`src/rtl/bsfc_pkg.sv`:
```
// Shared types, register indexes and the phase table of the stepper sequencer.
`default_nettype none
package bsfc_pkg;

    typedef enum logic [1:0] {
        MODE_IDLE = 2'd0,
        MODE_CHOP = 2'd1,
        MODE_GAP  = 2'd2
    } run_mode_t;

    localparam int unsigned CFG_INDEX_W = 3;
    localparam int unsigned CFG_DATA_W  = 16;

    localparam logic [CFG_INDEX_W-1:0] REG_ON_TICKS      = 3'd0;
    localparam logic [CFG_INDEX_W-1:0] REG_OFF_TICKS     = 3'd1;
    localparam logic [CFG_INDEX_W-1:0] REG_CHOP_CYCLES   = 3'd2;
    localparam logic [CFG_INDEX_W-1:0] REG_STEPS_PER_RUN = 3'd3;
    localparam logic [CFG_INDEX_W-1:0] REG_GAP_TICKS     = 3'd4;
    localparam logic [CFG_INDEX_W-1:0] REG_REVERSE       = 3'd5;

    localparam logic [7:0]  ON_TICKS_RESET      = 8'd35;
    localparam logic [7:0]  OFF_TICKS_RESET     = 8'd15;
    localparam logic [7:0]  CHOP_CYCLES_RESET   = 8'd100;
    localparam logic [7:0]  STEPS_PER_RUN_RESET = 8'd53;
    localparam logic [15:0] GAP_TICKS_RESET     = 16'd10000;

    typedef struct packed {
        logic [7:0]  on_ticks;
        logic [7:0]  off_ticks;
        logic [7:0]  chop_cycles;
        logic [7:0]  steps_per_run;
        logic [15:0] gap_ticks;
        logic        reverse;
    } cfg_t;

    typedef struct packed {
        logic pin_a1;
        logic pin_a2;
        logic pin_b1;
        logic pin_b2;
        logic led_on;
        logic busy_res;
    } res_t;

    // Bridge levels {a1, a2, b1, b2} for A+B+, A-B+, A-B-, A+B-.
    function automatic logic [3:0] phase_pattern(input logic [1:0] order);
        logic [3:0] pat;
        unique case (order)
            2'd0:    pat = 4'b1010;
            2'd1:    pat = 4'b0110;
            2'd2:    pat = 4'b0101;
            default: pat = 4'b1001;
        endcase
        return pat;
    endfunction

endpackage
`default_nettype wire

```
`src/rtl/bsfc_if.sv`:
```
// Request channels of the stepper sequencer: tick input and pin result.
`default_nettype none
interface bsfc_in_if;
    logic valid;
    logic ready;
    logic button_pressed;

    modport source (output valid, output button_pressed, input ready);
    modport sink (input valid, input button_pressed, output ready);
endinterface

interface bsfc_out_if;
    logic valid;
    logic ready;
    logic pin_a1;
    logic pin_a2;
    logic pin_b1;
    logic pin_b2;
    logic led_on;
    logic busy_res;

    modport source (output valid, output pin_a1, output pin_a2, output pin_b1,
                    output pin_b2, output led_on, output busy_res, input ready);
    modport sink (input valid, input pin_a1, input pin_a2, input pin_b1,
                  input pin_b2, input led_on, input busy_res, output ready);
endinterface
`default_nettype wire

```
`src/rtl/bipolar_stepper_fullstep_chopper.sv`:
```
// Bipolar stepper full-step sequencer with chopped phase drive.
//
// Channel tick (sink) carries one request per time tick with the button
// level; channel result (source) returns one request per tick with the four
// bridge pin levels, the ready LED level and the run flag. The result of a
// tick is registered: it appears in the cycle after the tick is accepted, and a
// new tick is taken every cycle while the result is drained, so the block
// sustains one tick per cycle. The single result register sets that figure:
// a tick is accepted when the register is empty or is being taken.
// When the receiver stalls, the result holds and tick.ready drops until the
// result is taken; sequencer state advances only on accepted ticks.
// Configuration is a plain write port (cfg_we, cfg_index, cfg_data); writes
// to indexes past the register list are ignored. Writes take effect on the
// next tick.
// Reset loads the default timing registers, puts the sequencer idle with
// the LED lit and empties the result register.
`default_nettype none
module bipolar_stepper_fullstep_chopper
    import bsfc_pkg::*;
(
    input  wire logic                   clk,
    input  wire logic                   rst_n,
    bsfc_in_if.sink                     tick,
    bsfc_out_if.source                  result,
    input  wire logic                   cfg_we,
    input  wire logic [CFG_INDEX_W-1:0] cfg_index,
    input  wire logic [CFG_DATA_W-1:0]  cfg_data
);

    cfg_t cfg_reg;
    res_t res_reg;
    res_t res_next;
    logic res_valid_reg;
    logic res_valid_next;
    logic advance;

    assign tick.ready     = !res_valid_reg || result.ready;
    assign advance        = tick.valid && tick.ready;
    assign res_valid_next = advance || (res_valid_reg && !result.ready);

    bsfc_seq u_seq (
        .clk     (clk),
        .rst_n   (rst_n),
        .advance (advance),
        .button  (tick.button_pressed),
        .cfg     (cfg_reg),
        .res     (res_next)
    );

    always_ff @(posedge clk or negedge rst_n)
    begin
        if (!rst_n)
        begin
            cfg_reg.on_ticks      <= ON_TICKS_RESET;
            cfg_reg.off_ticks     <= OFF_TICKS_RESET;
            cfg_reg.chop_cycles   <= CHOP_CYCLES_RESET;
            cfg_reg.steps_per_run <= STEPS_PER_RUN_RESET;
            cfg_reg.gap_ticks     <= GAP_TICKS_RESET;
            cfg_reg.reverse       <= 1'b0;
        end
        else if (cfg_we)
        begin
            unique case (cfg_index)
                REG_ON_TICKS:      cfg_reg.on_ticks      <= cfg_data[7:0];
                REG_OFF_TICKS:     cfg_reg.off_ticks     <= cfg_data[7:0];
                REG_CHOP_CYCLES:   cfg_reg.chop_cycles   <= cfg_data[7:0];
                REG_STEPS_PER_RUN: cfg_reg.steps_per_run <= cfg_data[7:0];
                REG_GAP_TICKS:     cfg_reg.gap_ticks     <= cfg_data;
                REG_REVERSE:       cfg_reg.reverse       <= cfg_data[0];
                default:           ;
            endcase
        end
    end

    always_ff @(posedge clk or negedge rst_n)
    begin
        if (!rst_n)
        begin
            res_valid_reg <= 1'b0;
        end
        else
        begin
            res_valid_reg <= res_valid_next;
        end
    end

    // Payload register: load on every accepted tick, hold otherwise.
    always_ff @(posedge clk)
    begin
        if (advance)
        begin
            res_reg <= res_next;
        end
    end

    assign result.valid    = res_valid_reg;
    assign result.pin_a1   = res_reg.pin_a1;
    assign result.pin_a2   = res_reg.pin_a2;
    assign result.pin_b1   = res_reg.pin_b1;
    assign result.pin_b2   = res_reg.pin_b2;
    assign result.led_on   = res_reg.led_on;
    assign result.busy_res = res_reg.busy_res;

    // Every accepted tick leaves a result waiting on the next cycle.
    assert property (@(posedge clk) disable iff (!rst_n)
        advance |=> res_valid_reg)
        else $error("accepted tick produced no result");

    // Bridge pins are only driven during a run.
    assert property (@(posedge clk) disable iff (!rst_n)
        (res_valid_reg && !res_reg.busy_res) |->
        !(res_reg.pin_a1 || res_reg.pin_a2 || res_reg.pin_b1 || res_reg.pin_b2))
        else $error("pins driven outside a run");

    // The LED is dark on every tick of a run.
    assert property (@(posedge clk) disable iff (!rst_n)
        (res_valid_reg && res_reg.busy_res) |-> !res_reg.led_on)
        else $error("LED lit during a run");

    // Never drive both ends of one coil.
    assert property (@(posedge clk) disable iff (!rst_n)
        res_valid_reg |-> !(res_reg.pin_a1 && res_reg.pin_a2)
                          && !(res_reg.pin_b1 && res_reg.pin_b2))
        else $error("coil shorted");

endmodule
`default_nettype wire

```
`src/rtl/bsfc_seq.sv`:
```
// Run sequencer: mode, phase, chop and step counters, one tick per advance.
`default_nettype none
module bsfc_seq
    import bsfc_pkg::*;
(
    input  wire logic clk,
    input  wire logic rst_n,
    input  wire logic advance,
    input  wire logic button,
    input  wire cfg_t cfg,
    output res_t      res
);

    run_mode_t   mode_reg, mode_next;
    logic [1:0]  phase_reg, phase_next;
    logic        half_reg, half_next;
    logic [15:0] tick_reg, tick_next;
    logic [7:0]  chop_reg, chop_next;
    logic [7:0]  step_reg, step_next;
    logic        led_reg, led_next;

    logic [15:0] tick_inc;
    logic [7:0]  chop_inc;
    logic [7:0]  step_inc;
    logic [7:0]  on_lim;
    logic [7:0]  chop_lim;
    logic [7:0]  steps_lim;
    logic [15:0] half_lim;
    logic        cycle_done;
    logic        step_done;

    // Zero counts act as one.
    assign on_lim     = (cfg.on_ticks == 8'd0) ? 8'd1 : cfg.on_ticks;
    assign chop_lim   = (cfg.chop_cycles == 8'd0) ? 8'd1 : cfg.chop_cycles;
    assign steps_lim  = (cfg.steps_per_run == 8'd0) ? 8'd1 : cfg.steps_per_run;
    assign tick_inc   = tick_reg + 16'd1;
    assign chop_inc   = chop_reg + 8'd1;
    assign step_inc   = step_reg + 8'd1;
    assign half_lim   = half_reg ? {8'd0, cfg.off_ticks} : {8'd0, on_lim};
    assign cycle_done = (chop_inc >= chop_lim) || (chop_inc == 8'd0);
    assign step_done  = (step_inc >= steps_lim) || (step_inc == 8'd0);

    // Next state
    always_comb
    begin
        mode_next  = mode_reg;
        phase_next = phase_reg;
        half_next  = half_reg;
        tick_next  = tick_reg;
        chop_next  = chop_reg;
        step_next  = step_reg;
        led_next   = led_reg;
        unique case (mode_reg)
            MODE_CHOP:
            begin
                tick_next = tick_inc;
                if (tick_inc >= half_lim)
                begin
                    tick_next = 16'd0;
                    if (!half_reg && cfg.off_ticks != 8'd0)
                    begin
                        half_next = 1'b1;
                    end
                    else
                    begin
                        half_next = 1'b0;
                        chop_next = chop_inc;
                        if (cycle_done)
                        begin
                            chop_next  = 8'd0;
                            phase_next = phase_reg + 2'd1;
                            if (phase_reg == 2'd3)
                            begin
                                if (cfg.gap_ticks != 16'd0)
                                begin
                                    mode_next = MODE_GAP;
                                end
                                else if (step_done)
                                begin
                                    step_next = 8'd0;
                                    mode_next = MODE_IDLE;
                                end
                                else
                                begin
                                    step_next = step_inc;
                                end
                            end
                        end
                    end
                end
            end
            MODE_GAP:
            begin
                tick_next = tick_inc;
                if (tick_inc >= cfg.gap_ticks || tick_inc == 16'd0)
                begin
                    tick_next = 16'd0;
                    if (step_done)
                    begin
                        step_next = 8'd0;
                        mode_next = MODE_IDLE;
                    end
                    else
                    begin
                        step_next = step_inc;
                        mode_next = MODE_CHOP;
                    end
                end
            end
            default:
            begin
                mode_next = MODE_IDLE;
                if (button)
                begin
                    led_next   = 1'b0;
                    phase_next = 2'd0;
                    half_next  = 1'b0;
                    tick_next  = 16'd0;
                    chop_next  = 8'd0;
                    step_next  = 8'd0;
                    mode_next  = MODE_CHOP;
                end
                else
                begin
                    led_next = 1'b1;
                end
            end
        endcase
    end

    // Outputs for the tick being taken
    always_comb
    begin
        logic [3:0] pat;
        logic [1:0] order;
        order = cfg.reverse ? ~phase_reg : phase_reg;
        pat   = 4'b0000;
        if (mode_reg == MODE_CHOP && !half_reg)
        begin
            pat = phase_pattern(order);
        end
        res.pin_a1   = pat[3];
        res.pin_a2   = pat[2];
        res.pin_b1   = pat[1];
        res.pin_b2   = pat[0];
        res.led_on   = led_next;
        res.busy_res = (mode_reg == MODE_CHOP) || (mode_reg == MODE_GAP) || button;
    end

    always_ff @(posedge clk or negedge rst_n)
    begin
        if (!rst_n)
        begin
            mode_reg  <= MODE_IDLE;
            phase_reg <= 2'd0;
            half_reg  <= 1'b0;
            tick_reg  <= 16'd0;
            chop_reg  <= 8'd0;
            step_reg  <= 8'd0;
            led_reg   <= 1'b1;
        end
        else if (advance)
        begin
            mode_reg  <= mode_next;
            phase_reg <= phase_next;
            half_reg  <= half_next;
            tick_reg  <= tick_next;
            chop_reg  <= chop_next;
            step_reg  <= step_next;
            led_reg   <= led_next;
        end
    end

endmodule
`default_nettype wire
```
`src/flat_wrapper.sv`:
```
// flat-port wrapper written by rule: the top's interface ports become plain ports
module bipolar_stepper_fullstep_chopper_flat import bsfc_pkg::*;
  (clk, rst_n, cfg_we, cfg_index, cfg_data, tick_valid, tick_button_pressed, tick_ready, result_valid, result_pin_a1, result_pin_a2, result_pin_b1, result_pin_b2, result_led_on, result_busy_res, result_ready);
  bsfc_in_if tick_i ();
  bsfc_out_if result_i ();
  input  wire logic clk;
  input  wire logic rst_n;
  input  wire logic cfg_we;
  input  wire logic [CFG_INDEX_W-1:0] cfg_index;
  input  wire logic [CFG_DATA_W-1:0] cfg_data;
  input wire logic [$bits(tick_i.valid)-1:0] tick_valid;
  input wire logic [$bits(tick_i.button_pressed)-1:0] tick_button_pressed;
  output wire logic [$bits(tick_i.ready)-1:0] tick_ready;
  output wire logic [$bits(result_i.valid)-1:0] result_valid;
  output wire logic [$bits(result_i.pin_a1)-1:0] result_pin_a1;
  output wire logic [$bits(result_i.pin_a2)-1:0] result_pin_a2;
  output wire logic [$bits(result_i.pin_b1)-1:0] result_pin_b1;
  output wire logic [$bits(result_i.pin_b2)-1:0] result_pin_b2;
  output wire logic [$bits(result_i.led_on)-1:0] result_led_on;
  output wire logic [$bits(result_i.busy_res)-1:0] result_busy_res;
  input wire logic [$bits(result_i.ready)-1:0] result_ready;
  assign tick_i.valid = tick_valid;
  assign tick_i.button_pressed = tick_button_pressed;
  assign tick_ready = tick_i.ready;
  assign result_valid = result_i.valid;
  assign result_pin_a1 = result_i.pin_a1;
  assign result_pin_a2 = result_i.pin_a2;
  assign result_pin_b1 = result_i.pin_b1;
  assign result_pin_b2 = result_i.pin_b2;
  assign result_led_on = result_i.led_on;
  assign result_busy_res = result_i.busy_res;
  assign result_i.ready = result_ready;
  bipolar_stepper_fullstep_chopper u_core (.clk(clk), .rst_n(rst_n), .tick(tick_i), .result(result_i), .cfg_we(cfg_we), .cfg_index(cfg_index), .cfg_data(cfg_data));
endmodule
```
`config.mk`:
```
export PLATFORM = sky130hd
export DESIGN_NAME = bipolar_stepper_fullstep_chopper_flat
export DESIGN_NICKNAME = d
export VERILOG_FILES = /design/src/rtl/bsfc_pkg.sv /design/src/rtl/bsfc_if.sv /design/src/rtl/bipolar_stepper_fullstep_chopper.sv /design/src/rtl/bsfc_seq.sv /design/src/flat_wrapper.sv
export SDC_FILE = /design/constraint.sdc
export NUM_CORES = 1
export LEC_CHECK = 0
export BUFFER_PORTS_ARGS = -buffer_cell sky130_fd_sc_hd__buf_2
export CAP_MARGIN = 20
export CORE_UTILIZATION = 40
export CTS_BUF_LIST = sky130_fd_sc_hd__clkbuf_16
export CTS_CLUSTER_SIZE = 30
export DETAILED_ROUTE_END_ITERATION = 16
export GPL_TIMING_DRIVEN = 1
export PLACE_DENSITY = 0.57
export SYNTH_ARGS = -nofsm -noshare
export SYNTH_HDL_FRONTEND = slang
export SYNTH_SLANG_ARGS = --single-unit
```
`constraint.sdc`:
```
create_clock -name clk -period 5.6 [get_ports clk]
set_input_delay 0.28 -clock clk [delete_from_list [all_inputs] [get_ports clk]]
set_output_delay 0.28 -clock clk [all_outputs]
set_load 0.01 [all_outputs]
```
Word-level counts from Yosys, hierarchy flattened

Index checks and enable logic that the tools add are counted.

Output and inout bits: 8
Bits in registers: 94
Logic and storage cells: 130
Input port bits: 25

Magnitude comparators: 4
Bitwise operators: 2
Equal/unequal tests: 17
Reduce and logical (&&, ||, !) cells: 39
Add/subtract/negate cells: 4
Multiplexer cells: 44

Operator list:

| cell                                                 | count |
|---|---|
| two-way mux 8 bit                                    | 15 |
| two-way mux 16 bit                                   | 3 |
| logical NOT 8 bit                                    | 5 |
| one-hot mux 16 bit (2 select lines)                  | 1 |
| one-hot mux 8 bit (2 select lines)                   | 2 |
| two-way mux 2 bit                                    | 12 |
| adder 16 x 1 -> 16 bit (second input constant)       | 1 |
| adder 8 x 1 -> 8 bit (second input constant)         | 2 |
| greater-or-equal comparator 16 bit                   | 1 |
| greater-or-equal comparator 16 x 8 -> 1 bit          | 1 |
| greater-or-equal comparator 8 bit                    | 2 |
| logical NOT 16 bit                                   | 1 |
| nonzero test 16 bit                                  | 1 |
| AND reduction 2 bit                                  | 7 |
| inequality test 2 bit (second input constant)        | 6 |
| one-hot mux 4 bit (3 select lines)                   | 1 |
| one-hot mux 2 bit (2 select lines)                   | 2 |
| AND reduction 8 bit                                  | 1 |
| nonzero test 8 bit                                   | 1 |
| logical OR 1 bit                                     | 7 |
| two-way mux 1 bit                                    | 7 |
| AND reduction 7 bit                                  | 1 |
| equality test 2 bit (second input constant)          | 3 |
| equality test 3 x 2 -> 1 bit (second input constant) | 2 |
| other kinds (18)                                     | 25 |

Longest topological paths before layout

Gate-level depths: netlist of run 1.

Word-level depth: 11
Depth in mapped cells: 15

By module

A second synthesis of run 1 with hierarchy kept.

Cells, all modules: 605
Area total of the unflattened synthesis: 6154.7 um^2

By module, submodules not included:

| module                           | instances | area each (um^2) | cells each |
|---|---|---|---|
| bsfc_seq                         | 1         | 3985.1           | 487 |
| bipolar_stepper_fullstep_chopper | 1         | 2169.6           | 118 |

Worst setup path before layout of run 1

OpenSTA, ideal clock, no wires.

Path kind: register to register
Start point: register u_core.u_seq.tick_reg[0]
End point: register u_core.u_seq.tick_reg[12]
Clock period less this slack: 3.305 ns
Slack: 2.295 ns
Stages on the path, launching flop included: 16
Buffers on the path: 1
Library setup time: 0.066 ns
Arrival time: 3.238 ns
Path through: dfrtp_1 > ha_1 > inv_1 > or2_2 > xnor2_1 > inv_1 > ha_1 > and3_1 > nand2_1 > nand3b_1 > a311oi_1 > nand4bb_4 > o22ai_2 > and2b_1 > buf_4 > a22o_1

Word-level cells in the longest chain between the ends: 5
Elaborated cells between the ends (all ways): 8
Those cells by class: 1 x add/sub; 2 x order compare; 3 x mux; 2 x reduce/logical

Ends and longest elaborated chain:

| what                                                                     | RTL line        | text |
|---|---|---|
| start: declaration                                                       | bsfc_seq.sv:17  | `logic [15:0] tick_reg, tick_next;` |
| start signal: assignment                                                 | bsfc_seq.sv:167 | `tick_reg <= tick_next;` |
| adder 16 x 1 -> 16 bit (*)                                               | bsfc_seq.sv:36  | `assign tick_inc = tick_reg + 16'd1;` |
| greater-or-equal comparator 16 bit or logical NOT 16 bit (tied branches) | bsfc_seq.sv:95  | `if (tick_inc >= cfg.gap_ticks \|\| tick_inc == 16'd0)` |
| logical OR 1 bit                                                         | bsfc_seq.sv:95  |  |
| two-way mux 16 bit                                                       | bsfc_seq.sv:95  |  |
| one-hot mux 16 bit (2 select lines) (*)                                  | bsfc_seq.sv:53  | `unique case (mode_reg)` |

Every way passes the cells marked *; elsewhere a longest branch is shown, timed or not.
A chain may end at the register's enable or synchronous reset.

Worst setup path in the final report of run 1

Start point: register u_core.u_seq.tick_reg[0]
End point: register u_core.u_seq.tick_reg[11]

The elaborated chain is that of the path after synthesis.

==> results.md, run 1 <==
- Status: completed
- Yosys warning total: 0
- Die Area: 15100 µm²
- HP Class: in -> reg
- Least-Margin Pin Slew: 1.02 ns
- Average footprint of a synthesized cell: 9.77 µm²
- Area grow syn2layout: 11.1%
- Clock slew at reported path FFs: 0.06 ns
- CORE AREA: 14100 µm²
- Final setup viols: 0
- Synth cell count leaders: dfrtp_1, nand2_1, o21ai_0
- Number of slew-limit violations in the final report: 0
- RePlAce Congestion: 0.892
- Element type at the critical path end: flip-flop
- Max Clk Rate: 250 MHz
- Slew margin rel.: 31.5%
- Worst skew pair latency: 0.35 ns
- Total Routing Usage GR: 19.9%
- Flops & latches, synth: 94
- CTS root buffer: clkbuf_16
- Largest net degree at the start of global routing: 68
- Initial Util: 41.6%
- Layout cells sized above 1: 19.2%
- Final hold viol count: 0
- Power density cells: 338 nW/µm²
- Cell area after synthesis: 5860 µm²
- H-tree depth: 3
- Most used DFF post-synth: dfrtp_1
- Antenna Cells: 0
- RSZ-0062 raised after global routing: no
- Detailed Route Iter0 Violations: 396
- Max-cap viol count: 0
- DR vias: 4485
- Number of flip-flops in the largest register: 49
- Crit path arrival time: 4.28 ns
- Maximum buffer depth of the clock tree: 2
- Most numerous cell in the Yosys netlist: dfrtp_1
- Remaining DRCs: 0
- Rows: 43
- # clock sinks: 94
- Post-synthesis sequential area ratio: 41.1%
- Routed length per placed instance: 16.6 µm
- Final ANT Viol Nets: 0
- Post-synth EDFFs: 6
- Internal reg-to-reg setup slack: 1.60 ns
- Vias/cell: 5.50
- Nets: 702
- Synth area leader: dfrtp_1
- Cts bufs inserted: 9
- Count of different cell masters after synthesis: 71
- Drt first pass iters: 5
- Final min period: 4.00 ns
- Clock skew: 0.0102 ns
- CTS tree: built
- Die width: 123 µm
- Maximum vdd drop: 0.000238 V
- Final core utilization: 46.2%
- Grt ovf: 0
- CTS resizes: 0
- Post-synthesis cell count: 600
- WL final: 13.5 mm
- Max FO, Critical Path: 9
- Vias in the first global route: 4430
- Synth top area cells: dfrtp_1, ha_1, dfstp_2
- Die Height: 123 µm
- Final Cycle Share: 71.4%
- Worst setup path class: reg -> reg
- Fin Hold WS: 0.134 ns
- CP Launch Type: flip-flop
- Initial antenna violation count: 0
- Post-DP HPWL: 10.3 mm
- Lkg Pwr: 2.91 nW
- Layout Cells excl Fill: 815
- Post-synth ARST share: 93.6%
- First-pass GRT wire length: 22.8 mm
- Synthesized net count: 672
- Port Buffers: 32
- Top cell type's share of synthesized area: 29.0%
- # IOs: 33
- Worst EP required: 5.89 ns
- Setup tns final: 0 ns
- Dpl cells: 797
## cell type report
type | instances | area (µm²)
Timing Repair Buffer | 38 | 208
Clock buffer | 10 | 250
Fill cell | 1391 | 7580
Sequential cell | 94 | 2410
Multi-Input combinational cell | 435 | 3180
Inverter | 52 | 195
Clock inverter | 6 | 41.3
Tap cell | 180 | 225
## kinds of logic after synthesis
group	Yosys count	synth area share (%)
AND/OR/NAND/NOR	201	18.9
AO/OA/AOI/OAI	121	13.6
flip-flops	94	41.1
buffers and inverters	71	4.82
adder cells (fa/ha/maj)	47	10.0
multiplexers	37	6.94
XOR/XNOR	29	4.57
## where the power goes
group / internal (mW) / leakage [nW] / switching (mW)
Sequential: 0.825 / 1.14 / 0.126
Combinational: 0.289 / 1.64 / 0.363
Clock: 0.329 / 0.138 / 0.266
## cell usage in the layout, fill, tap and decap left out, types with 4 or more instances in the layout
cell / Yosys / routed
nand2b_1: 18 / 18
and3_1: 5 / 5
nor3_1: 11 / 11
nor4_1: 13 / 13
nand4b_1: 4 / 4
o21ai_0: 55 / 55
a21oi_1: 10 / 10
inv_1: 52 / 52
nand2_1: 61 / 61
a21o_1: 6 / 6
edfxtp_1: 6 / 6
nor2_1: 25 / 25
xnor2_1: 21 / 21
dfrtp_1: 68 / 68
buf_4: 1 / 5
nand4_1: 9 / 9
o31ai_1: 5 / 5
clkbuf_16: 0 / 10
mux2i_1: 8 / 8
mux2_2: 29 / 29
a22o_1: 9 / 9
ha_1: 47 / 47
dfstp_2: 20 / 20
or2_2: 5 / 5
a211oi_1: 6 / 6
buf_2: 4 / 32
nand3_1: 18 / 18
xor2_1: 7 / 7
## worst max-delay path: stages, from the launching register on
cell and delay (ns):
dfrtp_1 0.51, ha_1 0.33, inv_1 0.12, or2_2 0.35, xnor2_1 0.20, inv_1 0.10, ha_1 0.31, and3_1 0.20
nand2_1 0.07, nand3b_1 0.07, a311oi_1 0.61, nand4bb_4 0.22, o22ai_2 0.27, and2b_1 0.38, a22o_1 0.19
## timing repair
item                      4_1_cts  5_1_grt
hold buffers                    1        0
hold endpoints to repair       20        0
buffers inserted                0        0
## layer usage
metal	share of wire, %	global-route usage (%)
met4	1.4	5.72
met1	48	26.3
met5	0	0
met2	47	32.5
met3	3.7	4.47
## per-stage QoR
stage	total power, mW	area [µm²]	setup WS [ns]
final	2.20	6510	1.60
after floorplan	1.41	5860	2.30
after global routing	2.35	6510	1.30
after detailed placement	1.61	6200	1.64
after global placement	1.59	6200	1.78
after CTS	2.23	6510	1.60
## worst paths after layout
path | startpoint | endpoint | cells past startpoint
setup / recovery | u_core.u_seq.tick_reg[0]$_DFFE_PN0P_ | u_core.u_seq.tick_reg[11]$_DFFE_PN0P_ | 14
hold / removal | cfg_data[11] | u_core.cfg_reg[12]$_DFFE_PN0P_ | 3
setup reg to reg | u_core.u_seq.tick_reg[0]$_DFFE_PN0P_ | u_core.u_seq.tick_reg[11]$_DFFE_PN0P_ | 14
hold reg to reg | u_core.u_seq.led_reg$_DFFE_PN1P_ | u_core.u_seq.led_reg$_DFFE_PN1P_ | 2
max in group asynchronous | rst_n | u_core.cfg_reg[15]$_DFFE_PN0P_ | 3
min in group asynchronous | rst_n | u_core.u_seq.step_reg[5]$_DFFE_PN0P_ | 2
(Power assumes the default switching activity.)
==> inputs of run 2 (changes only) <==
--- a/config.mk
+++ b/config.mk
@@ -12,7 +12,7 @@
 export CTS_CLUSTER_SIZE = 30
 export DETAILED_ROUTE_END_ITERATION = 16
 export GPL_TIMING_DRIVEN = 1
-export PLACE_DENSITY = 0.57
+export PLACE_DENSITY = 0.59
 export SYNTH_ARGS = -nofsm -noshare
 export SYNTH_HDL_FRONTEND = slang
 export SYNTH_SLANG_ARGS = --single-unit
==> constraint.sdc (replaced) <==
create_clock -name clk -period 3.4 [get_ports clk]
set_input_delay 0.17 -clock clk [delete_from_list [all_inputs] [get_ports clk]]
set_output_delay 0.17 -clock clk [all_outputs]
set_load 0.01 [all_outputs]
==> results.md, run 2 (synthesized netlist as in run 1, its figures left out) <==
- Final ANT Viol Nets: 0
- Combinational power share: 34.7%
- Maximum vdd drop: 0.000466 V
- WL final: 14.3 mm
- Worst setup path class: reg -> reg
- Least-Margin Pin Slew: 0.992 ns
- Reg2reg start: u_core.u_seq.tick_reg[4]$_DFFE_PN0P_
- Hold Path Origin: cfg_data[11]
- Layout cells sized above 1: 28.0%
- Initial Util: 41.6%
- Routed length per placed instance: 16.8 µm
- Maximum buffer depth of the clock tree: 2
- Power density cells: 552 nW/µm²
- Die width: 123 µm
- Drt first pass iters: 5
- Worst EP required: 3.68 ns
- Cell-internal power: 2.49 mW
- Remaining DRCs: 0
- Dpl cells: 824
- Port Buffers: 32
- Sw frac: 35.4%
- Detailed Route Iter0 Violations: 257
- Antenna Cells: 0
- NetSw: 1.36 mW
- Layout Cells excl Fill: 851
- Fin Hold WS: 0.0210 ns
- H-tree depth: 3
- Nets: 738
- End of the worst hold path: u_core.cfg_reg[12]$_DFFE_PN0P_
- RR Endpoint: u_core.u_seq.tick_reg[11]$_DFFE_PN0P_
- DR vias: 4668
- CTS tree: built
- Area grow syn2layout: 19.3%
- Vias in the first global route: 4740
- Initial antenna violation count: 0
- Total Routing Usage GR: 20.8%
- Worst Hold Depth: 3
- Element type at the critical path end: flip-flop
- Max Clk Rate: 303 MHz
- Cts bufs inserted: 9
- Commonest cells after routing, fill and taps aside: dfrtp_1, nand2_1, o21ai_0
- Slew margin rel.: 33.3%
- # clock sinks: 94
- Most common cell after layout, fill and taps aside: dfrtp_1
- Clock slew at reported path FFs: 0.07 ns
- Max-cap viol count: 0
- Clock skew: 0.0111 ns
- RePlAce Congestion: 0.863
- Vias/cell: 5.49
- Rows: 43
- Lkg Pwr: 3.17 nW
- HP Class: in -> reg
- Sequential share of power: 40.0%
- Die Height: 123 µm
- Largest net degree at the start of global routing: 43
- First-pass GRT wire length: 23.8 mm
- Final setup viols: 0
- CTS root buffer: clkbuf_16
- Post-DP HPWL: 10.8 mm
- Die Area: 15100 µm²
- Internal reg-to-reg setup slack: 0.1 ns
- CP Launch Type: flip-flop
- Final hold viol count: 0
- Number of slew-limit violations in the final report: 0
- Final min period: 3.30 ns
- Grt ovf: 0
- Number of flip-flops in the largest register: 49
- Max FO, Critical Path: 8
- Clk pwr share: 25.4%
- Crit path arrival time: 3.58 ns
- Status: completed
- # IOs: 33
- Final Cycle Share: 97.1%
- R2R depth: 13
- CORE AREA: 14100 µm²
- Worst skew pair latency: 0.35 ns
## run 2: changes by cell type in the layout (fill, tap and decap cells not counted), sizes merged
cell | before | now
buf | 37 | 73
clkinvlp | 2 | 0
inv | 54 | 57
clkbuf | 10 | 9
## run 2: cell type report
cell class              instances  area [µm²]
well taps                     180         225
clock buffers                   9         225
repair buffers                 74         498
clock inverters                 7        55.1
inverters                      52         195
flip-flops and latches         94        2410
multi-input cells             435        3380
fillers                      1327        7100
## run 2: repair_timing
action / in CTS / in global routing
setup endpoints to repair: 19 / 37
hold buffers: 1 / 0
setup buffers: 0 / 9
pin swaps: 0 / 18
endpoints found under the hold margin: 33 / 0
resized for setup: 5 / 36
## run 2: stage by stage
stage          util (%)  area [µm²]  total power, mW  worst slack [ns]  setup TNS, ns
2_1_floorplan         -        5860             2.32            0.0954              0
5_1_grt            49.6        6990             4.12           -0.0104        -0.0104
6_report           49.6        6990             3.86            0.0994              0
3_3_place_gp       45.5        6420             2.75           -0.0590         -0.475
4_1_cts            47.8        6730             3.80           0.00926              0
3_5_place_dp       45.5        6420             2.79           -0.0941         -0.933
## run 2: worst max-delay path by stage
stage | from | to | slack (ns) | cells after the start
floorplan | u_core.u_seq.tick_reg[0]$_DFFE_PN0P_ | u_core.u_seq.tick_reg[12]$_DFFE_PN0P_ | 0.1 | 15
global placement | u_core.u_seq.tick_reg[7]$_DFFE_PN0P_ | u_core.u_seq.tick_reg[8]$_DFFE_PN0P_ | -0.06 | 12
detailed placement | u_core.u_seq.tick_reg[5]$_DFFE_PN0P_ | u_core.u_seq.tick_reg[11]$_DFFE_PN0P_ | -0.09 | 13
CTS | u_core.u_seq.tick_reg[7]$_DFFE_PN0P_ | u_core.u_seq.tick_reg[6]$_DFFE_PN0P_ | 0.009 | 14
global route | u_core.u_seq.tick_reg[0]$_DFFE_PN0P_ | u_core.u_seq.step_reg[5]$_DFFE_PN0P_ | -0.01 | 14
finish | u_core.u_seq.tick_reg[4]$_DFFE_PN0P_ | u_core.u_seq.tick_reg[11]$_DFFE_PN0P_ | 0.1 | 13
## run 2: power groups by stage
| stage | logic [mW] | registers, mW | clock network, mW |
|---|---|---|---|
| floorplan | 0.814 | 1.50 | 0 |
| global placement | 1.21 | 1.54 | 0 |
| detailed placement | 1.24 | 1.55 | 0 |
| CTS | 1.25 | 1.53 | 1.01 |
| global route | 1.51 | 1.57 | 1.04 |
| finish | 1.34 | 1.54 | 0.979 |
## run 2: worst max-delay path, stage by stage (launching register included)
cell and delay, ns:
dfrtp_1 0.42, nand4_4 0.17, buf_4 0.21, nor3_1 0.23
xnor2_1 0.22, ha_1 0.33, a21oi_2 0.17, o211ai_1 0.12
a221oi_2 0.26, nor4b_2 0.10, or3_4 0.38, o22ai_4 0.14
and2b_2 0.30, a22o_1 0.17
## run 2: layer usage
layer,vias up,track usage (%),wire length [µm],share of wire (%)
li1,2275,-,-,-
met1,2279,26.6,6530,46
met2,94,35.5,6960,49
met3,20,4.24,514,3.6
met4,0,5.72,255,1.8
met5,-,0,0,0
==> inputs of run 3 (changes only) <==
--- a/config.mk
+++ b/config.mk
@@ -7,12 +7,15 @@
 export LEC_CHECK = 0
 export BUFFER_PORTS_ARGS = -buffer_cell sky130_fd_sc_hd__buf_2
 export CAP_MARGIN = 20
+export CORE_MARGIN = 3
 export CORE_UTILIZATION = 40
 export CTS_BUF_LIST = sky130_fd_sc_hd__clkbuf_16
+export CTS_CLUSTER_DIAMETER = 60
 export CTS_CLUSTER_SIZE = 30
 export DETAILED_ROUTE_END_ITERATION = 16
 export GPL_TIMING_DRIVEN = 1
 export PLACE_DENSITY = 0.59
+export SLEW_MARGIN = 20
 export SYNTH_ARGS = -nofsm -noshare
 export SYNTH_HDL_FRONTEND = slang
 export SYNTH_SLANG_ARGS = --single-unit
==> results.md, run 3 (synthesized netlist as in run 1, its figures left out) <==
- Detailed Route Iter0 Violations: 294
- Cts bufs inserted: 9
- Nets: 741
- Largest net degree at the start of global routing: 83
- CP bufs+invs: 3
- Final ANT Viol Nets: 0
- Least-Margin Pin Slew: 1.05 ns
- Remaining DRCs: 0
- Element type at the critical path end: flip-flop
- CTS tree: built
- CORE AREA: 14100 µm²
- Final core utilization: 50.4%
- Number of flip-flops in the largest register: 49
- Layout cells sized above 1: 28.8%
- Die Height: 127 µm
- Worst EP required: 3.69 ns
- Drt first pass iters: 4
- Maximum vdd drop: 0.000313 V
- Slew margin rel.: 29.5%
- DR vias: 4737
- Setup tns final: 0 ns
- Lkg Pwr: 3.24 nW
- GR peak layer: met2
- Layout Cells excl Fill: 854
- Final Cell Area: 7100 µm²
- Worst setup path class: reg -> reg
- WL final: 14.8 mm
- Die width: 127 µm
- # IOs: 33
- M1 GR Usage: 24.7%
- Max-cap viol count: 0
- GR Util met3: 2.68%
- Final setup viols: 0
- Vias in the first global route: 4551
- Maximum buffer depth of the clock tree: 2
- Max FO, Critical Path: 8
- Post-DP HPWL: 10.9 mm
- Fill cell count: 1307
- Power density cells: 548 nW/µm²
- First-pass GRT wire length: 23.3 mm
- Grt ovf: 0
- Delay of the slowest cell on the worst path: 0.39 ns
- Clock slew at reported path FFs: 0.06 ns
- Most common cell after layout, fill and taps aside: dfrtp_1
- HP Class: in -> reg
- Crit path top cell by count: buf_4
- CP delay by family, top: simple AND/OR/NAND/NOR gates
- RePlAce Congestion: 0.909
- Cell Area, Placed: 6450 µm²
- Routed length per placed instance: 17.3 µm
- CP Launch Type: flip-flop
- Status: completed
- Antenna Cells: 0
- Max Clk Rate: 303 MHz
- Final hold viol count: 0
- Total Routing Usage GR: 18.3%
- CTS root buffer: clkbuf_16
- Area grow syn2layout: 21.1%
- # clock sinks: 94
- Final min period: 3.30 ns
- Initial antenna violation count: 0
- Slowest-stage cell, CP: or3_4
- Worst skew pair latency: 0.35 ns
- Crit path arrival time: 3.59 ns
- Commonest cells after routing, fill and taps aside: dfrtp_1, nand2_1, o21ai_0
- Clock skew: 0.00894 ns
- GR Util met2: 29.9%
- Dpl cells: 826
- Rows: 43
- Final Cycle Share: 97.1%
- Crit-path cells: buf_4, nand4_4, buf_4, nor3_2, xnor2_2, ha_1, a21oi_2, o211ai_1, a221oi_4, nor4b_4, or3_4, o22ai_4, and2b_1, buf_12, a22o_1
- Vias/cell: 5.55
- Port Buffers: 32
- Number of slew-limit violations in the final report: 0
- Initial Util: 41.6%
- Die Area: 16100 µm²
- H-tree depth: 3
## run 3: cell types whose count changed in the layout (fill, tap and decap cells not counted), moves of 2 or more
cell,change
xnor2_1,-3
inv_6,-2
clkinv_1,+3
buf_6,+4
nor3_1,-2
xnor2_2,+3
## run 3: area by class of cell
type                       count  area (µm²)  area share, %
clock buffer                   9         225           3.17
clock inverter                 7        40.0          0.564
inverter                      52         195           2.75
multi-input combinational    435        3450           48.6
sequential                    94        2410           34.0
tap                          180         225           3.17
timing repair buffer          77         551           7.75
## run 3: stage by stage
| step | hold WS (ns) | setup WS, ns | power [mW] |
|---|---|---|---|
| after floorplan | -0.126 | 0.0954 | 2.32 |
| after detailed placement | 0.380 | -0.0282 | 2.82 |
| final | 0.0227 | 0.0969 | 3.89 |
| after CTS | 0.0163 | 0.00465 | 3.79 |
| after global routing | 0.0473 | -0.0575 | 4.15 |
| after global placement | 0.375 | -0.00906 | 2.78 |
## run 3: path summary, 6_finish.rpt
check / start / to / slack [ns] / depth (start not counted)
worst max-delay path: u_core.u_seq.tick_reg[3]$_DFFE_PN0P_ / u_core.u_seq.tick_reg[9]$_DFFE_PN0P_ / 0.1 / 15
worst min-delay path: cfg_data[8] / u_core.cfg_reg[9]$_DFFE_PN1P_ / 0.02 / 3
worst max register to register: u_core.u_seq.tick_reg[3]$_DFFE_PN0P_ / u_core.u_seq.tick_reg[9]$_DFFE_PN0P_ / 0.1 / 15
worst min register to register: u_core.u_seq.led_reg$_DFFE_PN1P_ / u_core.u_seq.led_reg$_DFFE_PN1P_ / 0.47 / 2
max in group asynchronous: rst_n / u_core.cfg_reg[5]$_DFFE_PN1P_ / 2.28 / 3
min in group asynchronous: rst_n / u_core.u_seq.step_reg[1]$_DFFE_PN0P_ / 0.42 / 2
## run 3: per-layer routing
layer  routed length (µm)  up-vias
met5                    0        -
met4                  323        0
met3                  577       24
met2                 7270      112
met1                 6610     2314
li1                     -     2287
## run 3: repair_timing
item | in CTS | in global routing
pin swaps | 0 | 16
resized for setup | 2 | 50
hold buffers | 0 | 1
endpoints found under the hold margin | 0 | 62
buffers inserted | 0 | 11
setup endpoints to repair | 5 | 29
## run 3: worst reg2reg max path, cell delays in order (launching register included)
cell and delay, ns:
dfrtp_1 0.36, buf_4 0.13, nand4_4 0.15, buf_4 0.18
nor3_2 0.21, xnor2_2 0.17, ha_1 0.32, a21oi_2 0.19
o211ai_1 0.16, a221oi_4 0.27, nor4b_4 0.09, or3_4 0.39
o22ai_4 0.17, and2b_1 0.20, buf_12 0.14, a22o_1 0.13
## run 3: report_power, final
group	total, mW	internal [mW]	switching, mW
Sequential	1.52	1.36	0.162
Clock	0.934	0.490	0.443
Combinational	1.44	0.665	0.772
Total	3.89	2.52	1.38
